--- src/rtl/core/riex_pkg.sv ---
// ----------------------------------------------------------------------------
// riex_pkg
// Types and constants shared by the instruction execute unit.
// ----------------------------------------------------------------------------
package riex_pkg;

   localparam int unsigned PC_W   = 12;
   localparam int unsigned IMM_W  = 20;
   localparam int unsigned WORD_W = 32;
   localparam int unsigned IDX_W  = 4;
   localparam int unsigned OP_W   = 8;

   localparam int unsigned MEM_DEPTH = 4096;
   localparam int unsigned MEM_AW    = $clog2(MEM_DEPTH);

   localparam logic signed [WORD_W-1:0] IMM_MAX = 32'sd524287;
   localparam logic signed [WORD_W-1:0] IMM_MIN = -32'sd524288;

   typedef enum logic [OP_W-1:0] {
      OP_ADD  = 8'd0,
      OP_SUB  = 8'd1,
      OP_MUL  = 8'd2,
      OP_AND  = 8'd3,
      OP_OR   = 8'd4,
      OP_XOR  = 8'd5,
      OP_SLL  = 8'd6,
      OP_SRA  = 8'd7,
      OP_SRL  = 8'd8,
      OP_BEQ  = 8'd9,
      OP_BNE  = 8'd10,
      OP_BLT  = 8'd11,
      OP_BGT  = 8'd12,
      OP_BLE  = 8'd13,
      OP_BGE  = 8'd14,
      OP_JAL  = 8'd15,
      OP_LW   = 8'd16,
      OP_SW   = 8'd17,
      OP_HALT = 8'd21
   } opcode_type;

   typedef enum logic [3:0] {
      CLS_NOP, CLS_ARITH, CLS_LOGIC, CLS_SHIFT, CLS_BRANCH,
      CLS_JAL, CLS_LOAD, CLS_STORE, CLS_HALT
   } class_type;

   typedef struct packed {
      logic [OP_W-1:0]   opcode;
      logic [IDX_W-1:0]  dest_index;
      logic [IDX_W-1:0]  src_a_index;
      logic [IDX_W-1:0]  src_b_index;
      logic [IMM_W-1:0]  immediate;
      logic [PC_W-1:0]   current_pc;
   } req_type;

   typedef struct packed {
      logic [PC_W-1:0]   next_pc;
      logic              reg_written;
      logic [IDX_W-1:0]  write_index;
      logic [WORD_W-1:0] write_value;
      logic              halted;
      logic              overflow;
   } rsp_type;

   typedef struct packed {
      class_type         cls;
      logic [OP_W-1:0]   opcode;
      logic [IDX_W-1:0]  dest_index;
      logic [IDX_W-1:0]  src_a_index;
      logic [IDX_W-1:0]  src_b_index;
      logic [WORD_W-1:0] imm_ext;
      logic [PC_W-1:0]   seq_pc;
      logic              dest_ok;
   } uop_type;

   typedef enum logic [1:0] {
      EX_IDLE, EX_EXEC, EX_FINISH
   } ex_state_type;

endpackage

--- src/rtl/core/riex_front.sv ---
// ----------------------------------------------------------------------------
// riex_front
// Accepts instructions, classifies them and queues micro-ops for execution.
// ----------------------------------------------------------------------------
module riex_front (
   input  logic              clock,
   input  logic              reset,
   input  logic              req_valid,
   output logic              req_ready,
   input  riex_pkg::req_type req_payload,
   output logic              uop_valid,
   input  logic              uop_ready,
   output riex_pkg::uop_type uop_payload
);
   import riex_pkg::*;

   localparam int unsigned QDEPTH = 2;

   uop_type         q_ff [QDEPTH];
   logic            wr_ptr_ff, wr_ptr_in, rd_ptr_ff, rd_ptr_in;
   logic [1:0]      count_ff, count_in;
   uop_type         uop;
   logic            push, pop;
   logic [PC_W-1:0] len;

   always_comb begin
      uop = '0;
      case (req_payload.opcode) inside
         OP_ADD, OP_SUB, OP_MUL:         uop.cls = CLS_ARITH;
         OP_AND, OP_OR, OP_XOR:          uop.cls = CLS_LOGIC;
         OP_SLL, OP_SRA, OP_SRL:         uop.cls = CLS_SHIFT;
         [OP_BEQ:OP_BGE]:                uop.cls = CLS_BRANCH;
         OP_JAL:                         uop.cls = CLS_JAL;
         OP_LW:                          uop.cls = CLS_LOAD;
         OP_SW:                          uop.cls = CLS_STORE;
         OP_HALT:                        uop.cls = CLS_HALT;
         default:                        uop.cls = CLS_NOP;
      endcase
      len = (req_payload.dest_index == 4'd1 || req_payload.src_a_index == 4'd1 ||
             req_payload.src_b_index == 4'd1) ? 12'd2 : 12'd1;
      uop.opcode      = req_payload.opcode;
      uop.dest_index  = req_payload.dest_index;
      uop.src_a_index = req_payload.src_a_index;
      uop.src_b_index = req_payload.src_b_index;
      uop.imm_ext     = {{(WORD_W-IMM_W){req_payload.immediate[IMM_W-1]}},
                         req_payload.immediate};
      uop.seq_pc      = req_payload.current_pc + len;
      uop.dest_ok     = (req_payload.dest_index >= 4'd2);
   end

   assign req_ready   = (count_ff != 2'd2);
   assign push        = req_valid && req_ready;
   assign uop_valid   = (count_ff != 2'd0);
   assign pop         = uop_valid && uop_ready;
   assign uop_payload = q_ff[rd_ptr_ff];

   always_comb begin
      wr_ptr_in = push ? ~wr_ptr_ff : wr_ptr_ff;
      rd_ptr_in = pop ? ~rd_ptr_ff : rd_ptr_ff;
      count_in  = count_ff + {1'b0, push} - {1'b0, pop};
   end

   always_ff @(posedge clock) begin
      if (reset) begin
         wr_ptr_ff <= 1'b0;
         rd_ptr_ff <= 1'b0;
         count_ff  <= 2'd0;
      end else begin
         wr_ptr_ff <= wr_ptr_in;
         rd_ptr_ff <= rd_ptr_in;
         count_ff  <= count_in;
      end
   end

   always_ff @(posedge clock) begin
      if (push) begin
         q_ff[wr_ptr_ff] <= uop;
      end
   end

endmodule

--- config.mk ---
export PLATFORM = sky130hd
export DESIGN_NAME = riex_front
export DESIGN_NICKNAME = d
export VERILOG_FILES = /design/src/rtl/core/riex_pkg.sv /design/src/rtl/core/riex_front.sv
export SDC_FILE = /design/constraint.sdc
export NUM_CORES = 1
export LEC_CHECK = 0
export BUFFER_PORTS_ARGS = -buffer_cell sky130_fd_sc_hd__buf_2
export CAP_MARGIN = 10
export CORE_MARGIN = 4
export CORE_UTILIZATION = 40
export CTS_BUF_LIST = sky130_fd_sc_hd__clkbuf_4 sky130_fd_sc_hd__clkbuf_8 sky130_fd_sc_hd__clkbuf_16
export DETAILED_ROUTE_END_ITERATION = 6
export PLACE_DENSITY = 0.69
export SLEW_MARGIN = 20
export SYNTH_ARGS = -nofsm -noshare
export SYNTH_HDL_FRONTEND = slang
export SYNTH_SLANG_ARGS = --single-unit
--- constraint.sdc ---
create_clock -name clock -period 2.7 [get_ports clock]
set_input_delay 0 -clock clock [delete_from_list [all_inputs] [get_ports clock]]
set_output_delay 0 -clock clock [all_outputs]
set_load 0.02 [all_outputs]
* After elaboration in Yosys (flattened, before gate mapping)
Memory sizes are Yosys's and may differ from the RTL's. A register that Yosys moved wholly into a read port is not among the register bits. Cells that the tools add are included.
Storage, ports and cells: register bits 4, memory bits (writable) 138, output and inout port bits 71, memories 1
Memory list:
- q_ff | depth 2, bits a word 69, read ports 1, clocked after memory_dff 1, write ports 1, RTL line riex_front.sv:19 | uop_type q_ff [QDEPTH];
Operators by class: add/subtract/negate cells 3, magnitude comparators 3, equality and inequality tests 16, muxes and demuxes 13, bitwise logic cells 2, reductions and logical operators 10
Operators with widths (number):
- == test 8 x 3 -> 1 bit (second input constant) | 4
- 2-to-1 mux 4 bit | 8
- == test 8 x 5 -> 1 bit (second input constant) | 3
- == test 8 x 2 -> 1 bit (second input constant) | 2
- == test 8 x 4 -> 1 bit (second input constant) | 2
- adder 12 x 2 -> 12 bit | 1
- == test 4 x 1 -> 1 bit (second input constant) | 3
- OR reduction 3 bit | 3
- == test 8 x 1 -> 1 bit (second input constant) | 1
- >= comparator 8 x 4 -> 1 bit (second input constant) | 1
- <= comparator 8 x 4 -> 1 bit (second input constant) | 1
- zero test 8 bit | 1
- >= comparator 4 x 2 -> 1 bit (second input constant) | 1
- 2-to-1 mux 1 bit | 4
- logical AND 1 bit | 3
- adder 2 x 1 -> 2 bit | 1
- logical OR 1 bit | 2
- 2-to-1 mux 2 bit | 1
- inequality test 2 bit (second input constant) | 1
- inverter 1 bit | 2
- nonzero test 2 bit | 1
- subtractor 2 x 1 -> 2 bit | 1

* Longest topological paths before layout
depth in word-level cells 9, mapped depth 8, mapped depth without buffers 8

* Worst setup path before layout
OpenSTA, ideal clock, no wires.
kind reg2reg, start reg count_ff[0], end mem q_ff[1][0] in the netlist's numbering, enable pin, library setup time 421 ps, data arrival time 2086 ps, data required time 2279 ps, path slack 193 ps, stages on the path, launching flop included 3, buffers on the path 0, period minus slack after synthesis 2507 ps, cell sequence dfxtp_1 > nand2b_1 > and3_1
On the way: word-level cells in the longest chain between the ends 4
RTL lines:
- start, declared | RTL line riex_front.sv:21 | logic [1:0] count_ff, count_in;
- start signal, assigned | RTL line riex_front.sv:71 | count_ff <= count_in;
- inequality test 2 bit | RTL line riex_front.sv:51 | assign req_ready = (count_ff != 2'd2);
- named net req_ready | RTL line riex_front.sv:9 | output logic req_ready,
- logical AND 1 bit | RTL line riex_front.sv:52 | assign push = req_valid && req_ready;
- 2-to-1 mux 1 bit | RTL line riex_front.sv:76 | if (push) begin
- 2-to-1 mux 1 bit (implied by the code) | RTL line riex_front.sv:77 | q_ff[wr_ptr_ff] <= uop;
- end, declared | RTL line riex_front.sv:19
The timed path passes the listed nets, and every way through them passes these cells.

==> metrics.md <==
| Metric | Value |
|---|---|
| Outcome | finished, final reports clean |
| Clock skew | 0.00729 ns |
| Die ar. | 13900 µm² |
| Area of the multi-input gates | 1160 µm² |
| CTS H-tree depth | 4 |
| Min-delay src | uop_ready |
| Largest net degree at the start of global routing | 58 |
| Port bufs | 126 |
| Yosys warning total | 0 |
| CP Max Fanout | 3 |
| Post-route ant nets | 0 |
| Antenna violations before repair | 0 |
| Setup-violating endpoint count in the final report | 0 |
| CTS tree | yes |
| Clock buffer depth | 2 |
| Cts bufs inserted | 17 |
| RSZ-0062 raised after global routing | false |
| Post-CTS setup buffers | 0 |
| Yosys top cell area share | 0.709 |
| First-pass GRT wire length | 15900 µm |
| Layout cells sized above 1 | 0.360 |
| Most frequent cell after synthesis | edfxtp_1 |
| Starting Density | 0.416 |
| Synth Register Bits | 119 |
| Top cell type by total area after synthesis | edfxtp_1 |
| Core Rows | 39 |
| Reg area | 3520 µm² |
| Slew headroom | 0.696 |
| Met1 usage | 0.170 |
| Vias in the first global route | 3194 |
| Worst setup startpoint | req_payload[33] |
| Fillers | 897 |
| Initial DRC count | 138 |
| FMAX | 432 MHz |
| GR Util met2 | 0.248 |
| Worst slew pin tran | 0.457 ns |
| Gr usage total | 0.148 |
| MaxCap Viol Count | 0 |
| Worst Setup End Kind | flop |
| Maximum VDD drop | 0.652 mV |
| Utilization after layout | 0.576 |
| R2R cell count | 8 |
| Number of antenna diodes | 0 |
| DRT Pass-1 Iters | 5 |
| Core box area | 11600 µm² |
| Hold Crit Class | input pin to flop |
| Most frequent cells after synthesis | edfxtp_1 (114), mux2_1 (57), buf_4 (15) |
| Die height | 118 µm |
| Dpl hpwl | 5960 µm |
| CP Data Required Time | 2.85 ns |
| CP arrival | 2.46 ns |
| Distinct cells, synth | 39 |
| Critical Path Source Type | input pin |
| GRT overflow | 0 |
| Placer Congestion | 0.772 |
| Clk slew on worst S/H paths | 0.05 ns |
| Post-synth EDFFs | 114 |
| Post-synthesis sequential area ratio | 0.730 |
| Routed WL | 9600 µm |
| R2r startpoint | count_ff[0] |
| Syn_nets | 331 |
| Tcrit/Tclk final | 0.857 |
| Routed vias | 2934 |
| Final Slew Violations | 0 |
| TNS Setup | 0 ns |
| Cells after synthesis | 270 |
| CP Class | input pin to flop |
| Leak pwr | 0.00259 µW |
| Global routing usage on met3 | 0.0505 |
| Power per cell area | 959 nW/µm² |
| Hold path depth | 4 |
| Die Wd | 118 µm |
| Post-route minimum period | 2.31 ns |
| DR DRC count | 0 |
| Nets | 518 |
| # clock sinks | 119 |
| I/O pins | 127 |
| Top cells by area, synth | edfxtp_1 (71%), mux2_1 (13%), buf_4 (2.3%) |
| Async SR Flop Fraction | 0 |
| Clock Latency Late Sink | 0.41 ns |
| Most used flip-flop cell after synthesis | edfxtp_1 |
| Average size of a mapped cell | 17.9 µm² |
| Clock Root Buffer | clkbuf_16 |
| Mean routed wirelength per cell | 15.7 µm |
| Layout area overhead | 38.6% |
| Final hold viol count | 0 |
| Via/cell ratio | 4.79 |
| GRT Max-Usage Layer | met2 |
| Synthesized area | 4830 µm² |
| Hold Slack | 0.0399 ns |
metal layers:
metal  wire (µm)  vias up
li1            -     1403
met1        4000     1410
met2        4920      105
met3         524       16
met4         153        0
met5           0        -
kinds of logic (layout without fill, tap and decap cells):
family | after synthesis | after routing | synth area share
multiplexers | 57 | 57 | 0.133
AND/OR/NAND/NOR | 41 | 41 | 0.0508
AO/OA/AOI/OAI | 13 | 13 | 0.0194
adder cells (fa/ha/maj) | 5 | 5 | 0.0145
XOR/XNOR | 12 | 12 | 0.0218
buffers and inverters | 23 | 223 | 0.0303
flip-flops | 119 | 119 | 0.730
path summary, 6_finish.rpt:
path	to	slack, ns
setup / recovery	q_ff[0][11]	0.39
hold / removal	rd_ptr_ff	0.04
setup reg to reg	count_ff[1]	1.08
hold reg to reg	rd_ptr_ff	0.52
placed cells by master, fill, tap and decap left out, drive strengths merged, types with 2 or more instances in the layout:
cell	Yosys	routed
a21oi	6	6
and2	2	2
and3	2	2
buf	18	132
bufinv	0	3
clkbuf	0	20
clkinv	0	8
dfxtp	5	5
dlygate4sd3	0	54
edfxtp	114	114
ha	4	4
inv	5	5
mux2	57	57
nand2	6	6
nand2b	2	2
nand3	2	2
nand4	2	2
nor2	8	8
nor2b	3	3
nor3	4	4
nor4b	2	2
o21ai	2	2
or3	2	2
xnor2	6	6
xor2	6	6
flip-flops by register name (all words and copies together) (netlist names), named ones only:
register	count
count_ff	2
q_ff	114
rd_ptr_ff	1
wr_ptr_ff	1
report_power, final:
group | total, µW | internal (µW) | switching (µW)
logic | 1760 | 667 | 1100
clock network | 2190 | 1460 | 729
registers | 2470 | 2360 | 103
total | 6420 | 4490 | 1930
worst max-delay path: stages:
cell,delay (ns)
dlygate4sd3_1,0.54
buf_2,0.14
nor4b_1,0.40
a211o_1,0.21
inv_1,0.06
ha_1,0.23
fa_1,0.44
and4_1,0.26
nand4_1,0.11
xnor2_1,0.08
layout make-up:
cell class / instances / share of cell area
inverter: 5 / 0.00281
multi-input combinational: 128 / 0.173
timing repair buffer: 186 / 0.184
sequential: 119 / 0.527
tap: 143 / 0.0267
clock inverter: 12 / 0.0200
clock buffer: 20 / 0.0670
timing repair:
| item | 4_1_cts | 5_1_grt |
|---|---|---|
| hold endpoints to repair | 111 | 0 |
| resized for setup | 0 | 0 |
| setup endpoints to repair | 0 | 0 |
| hold buffers | 54 | 0 |
per-stage QoR:
stage	instances	setup slack (ns)	power, µW	area, µm²
6_report	613	0.385	6420	6690
3_3_place_gp	527	0.544	4200	5570
4_1_cts	613	0.384	6510	6690
5_1_grt	613	0.278	6740	6690
2_1_floorplan	270	0.193	3700	4830
3_5_place_dp	527	0.499	4230	5570
No activity file was read; power rests on OpenSTA's default activity.
